$ cat config.mk
export PLATFORM = sky130hd
export DESIGN_NAME = mavg_divider
export DESIGN_NICKNAME = d
export VERILOG_FILES = /design/src/rtl/core/mavg_pkg.sv /design/src/rtl/core/mavg_divider.sv
export SDC_FILE = /design/constraint.sdc
export NUM_CORES = 1
export LEC_CHECK = 0
export ABC_AREA = 0
export BUFFER_PORTS_ARGS = -buffer_cell sky130_fd_sc_hd__buf_2
export CAP_MARGIN = 5
export CORE_MARGIN = 2
export CORE_UTILIZATION = 25
export CTS_CLUSTER_SIZE = 28
export DETAILED_ROUTE_END_ITERATION = 8
export HOLD_SLACK_MARGIN = 0.15
export MAX_ROUTING_LAYER = met4
export PLACE_DENSITY_LB_ADDON = 0.05
export RECOVER_POWER = 100
export SYNTH_ARGS = -nofsm -noshare
export SYNTH_HDL_FRONTEND = slang
export SYNTH_SLANG_ARGS = --single-unit
$ cat constraint.sdc
create_clock -name clk -period 2.7 [get_ports clk]
set_clock_uncertainty 0.15 [all_clocks]
set_input_delay 0.27 -clock clk [delete_from_list [all_inputs] [get_ports clk]]
set_output_delay 0.27 -clock clk [all_outputs]
set_load 0.005 [all_outputs]
$ cat src/rtl/core/mavg_pkg.sv
// Shared types and constants of the moving average filter.
package mavg_pkg;

    // Width and reset value of the window length register
    localparam int                  CFG_LEN_BITS  = 7;
    localparam logic [CFG_LEN_BITS-1:0] CFG_LEN_RESET = 7'd7;

    // Status of the iterative divider
    typedef struct packed {
        logic busy;
        logic done;
    } div_status_t;

endpackage

$ cat src/rtl/core/mavg_divider.sv
// Restoring divider, one quotient bit per cycle, for window sum over window length.
module mavg_divider
    import mavg_pkg::*;
#(
    parameter int SUM_W = 31
)
(
    input  logic                    clk,
    input  logic                    rst_n,
    input  logic                    start,
    input  logic [SUM_W-1:0]        dividend,
    input  logic [CFG_LEN_BITS-1:0] divisor,
    output logic [SUM_W-1:0]        quotient,
    output div_status_t             status
);

    localparam int CNT_W = $clog2(SUM_W + 1);

    logic [SUM_W-1:0]        quo_reg;
    logic [CFG_LEN_BITS-1:0] rem_reg;
    logic [CFG_LEN_BITS-1:0] div_reg;
    logic [CNT_W-1:0]        cnt_reg;
    logic                    done_reg;

    logic [CFG_LEN_BITS:0]   trial;
    logic [CFG_LEN_BITS:0]   diff;
    logic                    fits;

    // Shift in the next dividend bit and try the subtraction
    always_comb
    begin
        trial = {rem_reg, quo_reg[SUM_W-1]};
        diff  = trial - {1'b0, div_reg};
        fits  = (trial >= {1'b0, div_reg});
    end

    // Advance one quotient bit per cycle
    always_ff @(posedge clk or negedge rst_n)
    begin
        if (!rst_n)
        begin
            quo_reg  <= '0;
            rem_reg  <= '0;
            div_reg  <= '0;
            cnt_reg  <= '0;
            done_reg <= 1'b0;
        end
        else
        begin
            // Flag the cycle after the last quotient bit
            done_reg <= !start && (cnt_reg == CNT_W'(1));
            if (start)
            begin
                quo_reg <= dividend;
                rem_reg <= '0;
                div_reg <= divisor;
                cnt_reg <= CNT_W'(SUM_W);
            end
            else if (cnt_reg != '0)
            begin
                rem_reg <= fits ? diff[CFG_LEN_BITS-1:0] : trial[CFG_LEN_BITS-1:0];
                quo_reg <= {quo_reg[SUM_W-2:0], fits};
                cnt_reg <= cnt_reg - CNT_W'(1);
            end
        end
    end

    assign quotient    = quo_reg;
    assign status.busy = (cnt_reg != '0);
    assign status.done = done_reg;

endmodule

==> summary.md, run 1 <==
| Metric | Value |
|---|---|
| Clk root buf | `clkbuf_8` |
| F_max | `397 MHz` |
| P_int | `0.00142 W` |
| Hpwl dp | `4320 µm` |
| Max-slew violations | `46` |
| Die W | `107 µm` |
| Top cells by count, synth | `51 x dfrtp_1, 43 x o21ai_0, 38 x nand2_1` |
| First-iteration detailed-routing DRC count | `60` |
| Arr. time, crit path | `2.57 ns` |
| Status | `complete, but fails checks` |
| Most numerous cell in the Yosys netlist | `dfrtp_1` |
| DR pass1 iterations | `4` |
| Slew @ Worst Pin | `1.85 ns` |
| I/O Pins | `74` |
| Flop pwr share | `0.447` |
| Wire per inst | `12.9 µm` |
| Synth Area in XOR/XNOR | `0.0198` |
| I/O Buffers | `73` |
| Clk_lat worst skew | `0.30 ns` |
| Initial Utilization | `0.258` |
| Core Region | `10300 µm²` |
| Final core utilization | `0.355` |
| Final setup vio count | `0` |
| Total number of vias | `2259` |
| Max reg flops | `31` |
| Register area | `1280 µm²` |
| CP startpoint kind | `flop` |
| Number of global-route vias before repair | `2188` |
| Synth area leaders | `dfrtp_1 48%, mux2i_1 13%, o21ai_0 8.1%` |
| Clk sink count | `51` |
| Drt total wl | `6620 µm` |
| Pleak | `1.87 nW` |
| Mapped Cells | `268` |
| Syn Area/Cell | `9.93 µm²` |
| Multi-input logic area | `1260 µm²` |
| Design Power | `0.00208 W` |
| Post-layout nets | `430` |
| Post-route setup TNS | `0 ns` |
| Post-synth net total | `320` |
| P_sw | `0.000658 W` |
| Pwr Density | `568 nW/µm²` |
| Post-synthesis mux area share | `0.136` |
| Clk network pwr share | `0.239` |
| Max-Cap Viols | `1` |
| First-pass GRT wire length | `10900 µm` |
| Top FF cell, synth | `dfrtp_1` |
| Largest net degree at the start of global routing | `51` |
| CP endpoint kind | `flop` |
| Rows | `37` |
| Combinational share of power | `0.315` |
| HP Class | `reg -> reg` |
| Layout cells sized above 1 | `0.222` |
| Critical path class | `reg -> reg` |
| Period utilisation layout | `0.934` |
| Required time worst endpoint | `2.75 ns` |
| Vias/cell | `4.39` |
| # DRC | `0` |
| Sw Share | `0.316` |
| CTS tree | `yes` |
| Minimum clock period | `2.52 ns` |
| Post-synth ARST share | `1.00` |
| Yosys reg bits | `51` |
| GRT overflow | `0` |
| Synth Area in Compound Gates | `0.136` |
| Simple-Gate Fraction of Synth Area | `0.123` |
| ANT nets after route | `0` |
| Antenna Diode Count | `0` |
| Failing checks | `capacitance limit, slew limit` |
| Synth Cell Area | `2660 µm²` |
| Post-synthesis sequential area ratio | `0.480` |
| Final GP Congestion | `0.728` |
| RSZ-0062 raised after global routing | `no` |
| Final Hold Fails | `0` |
| Syn. warnings | `0` |
| Post-Synth Adder-Cell Area | `0.0546` |
| Die area | `11500 µm²` |
| Num CTS Buffers | `5` |
| Area delta synth->final | `37.6%` |
| Worst slew margin | `-0.230` |
| GR Util All Layers | `0.122` |
| Fill count | `1072` |
| Area share of the largest cell type after synthesis | `0.480` |
| H-tree levels | `2` |
| Max clock buf depth | `2` |
| Reg clk slew, reported paths | `0.10 ns` |
| Largest area contributor in the netlist | `dfrtp_1` |
| Die H | `107 µm` |
| Max FO, Critical Path | `12` |
| Worst IR drop on VDD | `0.000242 V` |
| Largest family of logic cells by synthesized area | `compound AO/OA/AOI/OAI gates` |
| Distinct cells, synth | `41` |
| Post-synth EDFFs | `0` |
| Initial antenna violation count | `0` |
## logic make-up (layout without fill, tap and decap cells)
group,Yosys count,in the layout
AOI/OAI and AO/OA,62,62
muxes,36,36
DFF,51,51
adders and majority gates,11,11
and+or+nand+nor,71,71
buffers and inverters,31,142
xor gates and xnor gates,6,6
## placed cells by master (no fill, tap or decap), types with 4 or more instances in the layout
| cell | n |
|---|---|
| o21ai_0 | 43 |
| xnor2_1 | 4 |
| clkbuf_8 | 7 |
| buf_4 | 5 |
| dfrtp_1 | 51 |
| clkbuf_1 | 13 |
| buf_2 | 61 |
| mux2i_1 | 34 |
| inv_1 | 13 |
| nor2_1 | 12 |
| a21oi_1 | 5 |
| a211oi_1 | 4 |
| ha_1 | 10 |
| nand2_1 | 38 |
| dlygate4sd3_1 | 40 |
## worst max-delay path, stage by stage, from the launching register on
cell and delay (ns):
dfrtp_1 0.38, inv_1 0.05, ha_1 0.15, inv_1 0.05, fa_1 0.41, a211oi_2 0.26
o21ai_1 0.14, a41o_4 0.36, and3_2 0.22, nor4_1 0.23
## power groups by stage
stage / Sequential [W] / Combinational (W) / Clock (W)
6_report: 0.000929 / 0.000654 / 0.000497
5_1_grt: 0.000945 / 0.000743 / 0.000560
4_1_cts: 0.000932 / 0.000640 / 0.000533
3_5_place_dp: 0.000947 / 0.000594 / 0
3_3_place_gp: 0.000949 / 0.000597 / 0
2_1_floorplan: 0.000931 / 0.000425 / 0
## final cells by class
class,instances,share of cell area
well taps,136,0.0465
inverters,14,0.0144
multi-input cells,186,0.344
repair buffers,120,0.218
clock inverters,1,0.00205
flip-flops and latches,51,0.349
clock buffers,7,0.0263
## metrics by stage
stage	std cells	hold slack, ns	setup slack [ns]	area [µm²]
2_1_floorplan	268	-0.176	0.309	2660
3_3_place_gp	466	-0.0790	0.102	3170
3_5_place_dp	466	-0.0787	0.0398	3170
4_1_cts	514	0.349	0.00476	3680
5_1_grt	515	0.387	0.00544	3660
6_report	515	0.372	0.178	3660
## routing by layer
layer / GRT usage / wire length [µm] / vias to the layer above
met2: 0.200 / 3130 / 46
met4: 0.0306 / 55 / 0
met5: - / 0 / -
li1: - / - / 1141
met3: 0.0267 / 278 / 5
met1: 0.153 / 3150 / 1067
## repair_timing
item,CTS,global route
endpoints found under the setup margin,0,6
hold buffers,40,0
endpoints found under the hold margin,89,0
gates resized for setup,0,2
buffers inserted,0,1
## worst paths after layout
kind	slack [ns]	start	to	cells past startpoint
setup / recovery	0.18	quotient[30]	rem_reg[0]	9
hold / removal	0.37	cnt_reg[4]	cnt_reg[4]	1
setup reg to reg	0.18	quotient[30]	rem_reg[0]	9
hold reg to reg	0.37	cnt_reg[4]	cnt_reg[4]	1
max in group asynchronous	0.82	rst_n	rem_reg[3]	3
min in group asynchronous	0.68	rst_n	div_reg[4]	3
No activity file was read; power rests on OpenSTA's default activity.
==> run 2: changes to the inputs <==
==> constraint.sdc (replaced) <==
create_clock -name clk -period 2.2 [get_ports clk]
set_clock_uncertainty 0.15 [all_clocks]
set_input_delay 0.22 -clock clk [delete_from_list [all_inputs] [get_ports clk]]
set_output_delay 0.22 -clock clk [all_outputs]
set_load 0.005 [all_outputs]
==> run 2 against run 1 <==
The flow finishes with violations (setup timing). Final area up 2.3%. Final cell count up 2.1%. Utilization up 0.80 points. Critical endpoint is now rem_reg[5]. Largest cell class unchanged. Highest routed layer unchanged.
==> summary.md, run 2 (synthesis gave the netlist of run 1 again) <==
| Metric | Value |
|---|---|
| Num CTS Buffers | `5 (unchanged)` |
| Hpwl dp | `4580 µm (+6.1%)` |
| CP max stage delay | `0.39 ns (-0.02 ns)` |
| I/O Buffers | `73 (unchanged)` |
| ANT nets after route | `0 (unchanged)` |
| Dpl cells | `476 (+2.1%)` |
| Die W | `107 µm (unchanged)` |
| Max FO, Critical Path | `6 (-6)` |
| Critical path class | `reg -> reg` |
| Most frequent cells in the layout | `58 x buf_2, 51 x dfrtp_1, 41 x o21ai_0` |
| Slew @ Worst Pin | `1.33 ns (-0.515 ns)` |
| Die area | `11500 µm² (unchanged)` |
| Post-route insts no fill | `526 (+2.1%)` |
| CP startpoint kind | `flop` |
| CTS tree | `yes` |
| Final Hold Fails | `0 (unchanged)` |
| RR Startpoint | `quotient[30]` |
| Final setup vio count | `8 (+8)` |
| Worst IR drop on VDD | `0.000281 V (+16%)` |
| First-iteration detailed-routing DRC count | `67 (+12%)` |
| Post-Place Worst Slack | `-0.127 ns (-0.167 ns)` |
| Core Region | `10300 µm² (unchanged)` |
| Max-Cap Viols | `0 (-1)` |
| Initial antenna violation count | `0 (unchanged)` |
| CP endpoint kind | `flop` |
| Rows | `37 (unchanged)` |
| Final GP Congestion | `0.744 (+2.3%)` |
| Multi-input logic area | `1270 µm² (+0.89%)` |
| Critical Path Most Common Cell | `a211oi_2` |
| Max reg flops | `31 (unchanged)` |
| Clk root buf | `clkbuf_8` |
| Largest net degree at the start of global routing | `52 (+2.0%)` |
| Number of global-route vias before repair | `2333 (+6.6%)` |
| Arr. time, crit path | `2.42 ns (-0.15 ns)` |
| Layout cells sized above 1 | `0.251 (+0.0296)` |
| Pleak | `1.91 nW (+2.4%)` |
| Commonest non-fill, non-tap cell in the layout | `buf_2` |
| Clk_lat worst skew | `0.30 ns (about the same)` |
| Status | `complete, but fails checks` |
| Max-slew violations | `0 (-100%)` |
| Initial Utilization | `0.258 (unchanged)` |
| Setup ws final | `-0.152 ns (-0.330 ns)` |
| Post-layout nets | `441 (+2.6%)` |
| Pwr Density | `709 nW/µm² (+25%)` |
| GR Util All Layers | `0.129 (+0.00655)` |
| Worst hold slack | `0.313 ns (-0.0588 ns)` |
| H-tree levels | `2 (unchanged)` |
| Minimum clock period | `2.35 ns (-0.170 ns)` |
| # DRC | `0 (unchanged)` |
| Failing checks | `setup timing` |
| Reg clk slew, reported paths | `0.10 ns (about the same)` |
| DR pass1 iterations | `6 (+2)` |
| Period utilisation layout | `1.07 (+0.135)` |
| Crit. Startpoint | `quotient[30]` |
| Worst-path cell chain | `inv_1, ha_2, inv_2, fa_2, a211oi_2, o21ai_1, a41o_2, buf_4, o21a_1, a211oi_2` |
| Total number of vias | `2267 (+0.35%)` |
| Worst slew margin | `0.113 (+0.343)` |
| Post-route setup TNS | `-0.879 ns (-0.879 ns)` |
| Design Power | `0.00265 W (+28%)` |
| Slowest CP cell | `dfrtp_1` |
| Drt total wl | `6720 µm (+1.5%)` |
| Die H | `107 µm (unchanged)` |
| RSZ-0062 raised after global routing | `yes` |
| Antenna Diode Count | `0 (unchanged)` |
| Fill count | `1111 (+3.6%)` |
| Area delta synth->final | `40.7%` |
| Wire per inst | `12.8 µm (-0.60%)` |
| I/O Pins | `74 (unchanged)` |
| Worst Hold Launch | `start` |
| Vias/cell | `4.31 (-1.7%)` |
| Clk sink count | `51 (unchanged)` |
| Required time worst endpoint | `2.26 ns (-0.49 ns)` |
| First-pass GRT wire length | `11600 µm (+6.1%)` |
| Max clock buf depth | `2 (unchanged)` |
| GRT overflow | `0 (unchanged)` |
| Register area | `1280 µm² (unchanged)` |
| F_max | `425 MHz (+7.2%)` |
| HP Class | `in -> reg` |
==> run 2: worst max-delay path: cells and delay by family, from the launching register on <==
family                   cells  cell delay, ns
buffers and inverters        3            0.24
AO/OA/AOI/OAI                5            0.97
flip-flops                   1            0.39
adder cells (fa/ha/maj)      2            0.53
==> run 2: worst paths after layout <==
check	end	slack, ns	depth (start not counted)
hold / removal	quotient[29]	0.31	3
setup reg to reg	rem_reg[5]	-0.15	10
setup / recovery	rem_reg[5]	-0.15	10
max in group asynchronous	rem_reg[0]	0.44	3
hold reg to reg	cnt_reg[4]	0.38	1
min in group asynchronous	rem_reg[4]	0.68	3
==> run 2: power by group <==
part           internal [W]  switching, W
clock network      0.000259      0.000327
logic              0.000496      0.000433
registers           0.00105     0.0000910
==> run 2: per-layer routing <==
layer | up-vias | global-route usage | routed length, µm
met5 | - | - | 0
met4 | 0 | 0.0223 | 31
met3 | 2 | 0.0249 | 243
met2 | 44 | 0.206 | 3120
met1 | 1059 | 0.172 | 3330
li1 | 1162 | - | -
==> run 2: metrics by stage <==
step / area [µm²] / util
floorplan: 2670 / -
global placement: 3280 / 0.317
detailed placement: 3280 / 0.317
CTS: 3780 / 0.367
global route: 3740 / 0.363
finish: 3740 / 0.363
==> run 2: cell type report <==
type | count | area share
multi-input combinational | 186 | 0.340
sequential | 51 | 0.341
tap | 136 | 0.0455
clock buffer | 7 | 0.0231
timing repair buffer | 131 | 0.234
clock inverter | 1 | 0.00234
inverter | 14 | 0.0140
==> run 2: what timing repair did <==
item                                    4_1_cts  5_1_grt
endpoints found under the setup margin        8        8
gates resized for setup                       4        4
hold buffers                                 39        0
pin swaps                                     3        4
buffers inserted                              2        2
hold endpoints to repair                     89        0
==> run 3: changes to the inputs <==
==> constraint.sdc (replaced) <==
create_clock -name clk -period 2.1 [get_ports clk]
set_clock_uncertainty 0.15 [all_clocks]
set_input_delay 0.21 -clock clk [delete_from_list [all_inputs] [get_ports clk]]
set_output_delay 0.21 -clock clk [all_outputs]
set_load 0.005 [all_outputs]
==> run 3 against run 2 <==
The run still ends with setup timing left. Utilization grew 0.86 points. Sequential share of layout area is 0.79 points lower. Critical path depth decreased by 1. Worst hold slack got worse by 0.093 ns. Power is 12% higher. Die area unchanged. Final cell count is 0.76% higher. Count of clock-buffer cells in the layout is 1 lower. Non-clock buffer count increased by 3. Routed wire length increased by 1.2%. Register-to-register slack got worse by 0.02 ns. Maximum frequency increased by 3.5%. Critical path type unchanged. Critical endpoint is now rem_reg[0]. Largest cell class is now multi-input combinational cells. Largest power group unchanged.
==> summary.md, run 3 (synthesis gave the netlist of run 1 again) <==
| Metric | Value |
|---|---|
| H-tree levels | `2 (unchanged)` |
| Design Power | `0.00298 W (+12%)` |
| Post-layout nets | `445 (+0.91%)` |
| I/O Buffers | `73 (unchanged)` |
| Status | `complete, but fails checks` |
| Initial Utilization | `0.258 (unchanged)` |
| Clk root buf | `clkbuf_8` |
| Largest net degree at the start of global routing | `47 (-9.6%)` |
| Antenna Diode Count | `0 (unchanged)` |
| F_max | `440 MHz (+3.5%)` |
| Pleak | `1.95 nW (+1.8%)` |
| Core Region | `10300 µm² (unchanged)` |
| Setup ws final | `-0.173 ns (-0.0215 ns)` |
| GR Util All Layers | `0.124 (-0.00447)` |
| Placed Instance Area | `3300 µm² (+0.76%)` |
| Slew @ Worst Pin | `1.11 ns (-0.221 ns)` |
| Dpl cells | `481 (+1.1%)` |
| Fill count | `1069 (-3.8%)` |
| Worst slew margin | `0.260 (+0.147)` |
| Post-route insts no fill | `530 (+0.76%)` |
| Max clock buf depth | `2 (unchanged)` |
| Pwr Density | `777 nW/µm² (+9.6%)` |
| Worst IR drop on VDD | `0.000326 V (+16%)` |
| First-pass GRT wire length | `11200 µm (-3.4%)` |
| Top Usage Layer GRT | `met2` |
| GR Util met1 | `0.159 (-0.0124)` |
| CP startpoint kind | `flop` |
| Drt total wl | `6800 µm (+1.2%)` |
| R2R cell count | `9 (-1)` |
| Max-slew violations | `0 (unchanged)` |
| Area delta synth->final | `44.1%` |
| Worst Hold Launch | `start` |
| Vias/cell | `4.40 (+2.0%)` |
| Die area | `11500 µm² (unchanged)` |
| Number of global-route vias before repair | `2278 (-2.4%)` |
| # DRC | `0 (unchanged)` |
| Hpwl dp | `4810 µm (+5.0%)` |
| Met3 usage | `0.0274 (+0.00243)` |
| RR Startpoint | `quotient[30]` |
| Final setup vio count | `9 (+1)` |
| Arr. time, crit path | `2.34 ns (-0.08 ns)` |
| RSZ-0062 raised after global routing | `yes` |
| Num CTS Buffers | `5 (unchanged)` |
| Worst Hold End | `div_reg[1]` |
| Die W | `107 µm (unchanged)` |
| Max reg flops | `31 (unchanged)` |
| FF-to-FF End | `rem_reg[0]` |
| Max FO, Critical Path | `6 (unchanged)` |
| Final core utilization | `0.371 (+0.00861)` |
| Grt met2 use | `0.202 (-0.00362)` |
| I/O Pins | `74 (unchanged)` |
| Post-Place Worst Slack | `-0.293 ns (-0.166 ns)` |
| Commonest non-fill, non-tap cell in the layout | `buf_2` |
| Initial antenna violation count | `0 (unchanged)` |
| Required time worst endpoint | `2.17 ns (-0.09 ns)` |
| Layout cells sized above 1 | `0.266 (+0.0152)` |
| Period utilisation layout | `1.08 (+0.0135)` |
| Final Hold Fails | `0 (unchanged)` |
| Die H | `107 µm (unchanged)` |
| Post-layout instance area | `3830 µm² (+2.4%)` |
| Hold path cells | `3 (unchanged)` |
| Clk sink count | `51 (unchanged)` |
| CP endpoint kind | `flop` |
| Rows | `37 (unchanged)` |
| Reg clk slew, reported paths | `0.10 ns (about the same)` |
| Critical path class | `reg -> reg` |
| ANT nets after route | `0 (unchanged)` |
| Minimum clock period | `2.27 ns (-0.0785 ns)` |
| Wire per inst | `12.8 µm (+0.40%)` |
| Max-Cap Viols | `0 (unchanged)` |
| CTS tree | `yes` |
| DR pass1 iterations | `4 (-2)` |
| Final GP Congestion | `0.730 (-2.0%)` |
| First-iteration detailed-routing DRC count | `42 (-37%)` |
| Clk_lat worst skew | `0.31 ns (about the same)` |
| GRT overflow | `0 (unchanged)` |
| Failing checks | `setup timing` |
| Most frequent cells in the layout | `57 x buf_2, 51 x dfrtp_1, 41 x o21ai_0` |
| Reg2reg setup slack | `-0.17 ns (-0.02 ns)` |
| Total number of vias | `2331 (+2.8%)` |
| HP Class | `in -> reg` |
run 3: worst max path at each step:
stage	slack [ns]	from	to
after detailed placement	-0.29	quotient[30]	rem_reg[2]
after global routing	-0.28	quotient[30]	rem_reg[3]
final	-0.17	quotient[30]	rem_reg[0]
after global placement	-0.23	quotient[30]	rem_reg[0]
after CTS	-0.19	quotient[30]	rem_reg[4]
after floorplan	-0.13	quotient[30]	rem_reg[5]
run 3: power breakdown:
group          internal (W)  leakage [nW]  switching, W  total (W)
logic              0.000545          1.27      0.000492    0.00104
registers           0.00110         0.617     0.0000952    0.00119
clock network      0.000393        0.0618      0.000357   0.000750
total               0.00204          1.95      0.000944    0.00298
run 3: what timing repair did:
action,CTS,global route
setup endpoints to repair,8,9
gates resized for setup,9,5
hold endpoints to repair,89,0
setup buffers,0,1
pin swaps,4,3
hold buffers,39,0
cloned,1,0
run 3: metrics by stage:
step	hold slack, ns	setup TNS, ns
finish	0.220	-0.964
global placement	0.0626	-1.34
global route	0.257	-2.11
CTS	0.209	-1.21
floorplan	-0.236	-0.557
detailed placement	0.0540	-1.76
run 3: final cells by class:
type                    count  area (µm²)  share of cell area
flip-flops and latches     51        1280               0.333
multi-input cells         187        1320               0.345
clock inverters             2        38.8              0.0101
inverters                  14        52.6              0.0137
well taps                 136         170              0.0444
clock buffers               6        82.6              0.0215
repair buffers            134         891               0.232
run 3: routing by layer:
| metal | part of all wire | routed length, µm |
|---|---|---|
| met2 | 0.48 | 3290 |
| met1 | 0.47 | 3200 |
| met3 | 0.042 | 284 |
| met5 | 0 | 0 |
| met4 | 0.0034 | 23 |
run 3: worst max-delay path, cell delays in order (launching register included):
cell and delay, ns:
dfrtp_1 0.39, inv_1 0.06, ha_2 0.18, inv_2 0.04
fa_2 0.39, a211oi_4 0.24, o21ai_2 0.10, a41o_4 0.26
and3_4 0.16, nor4_2 0.23
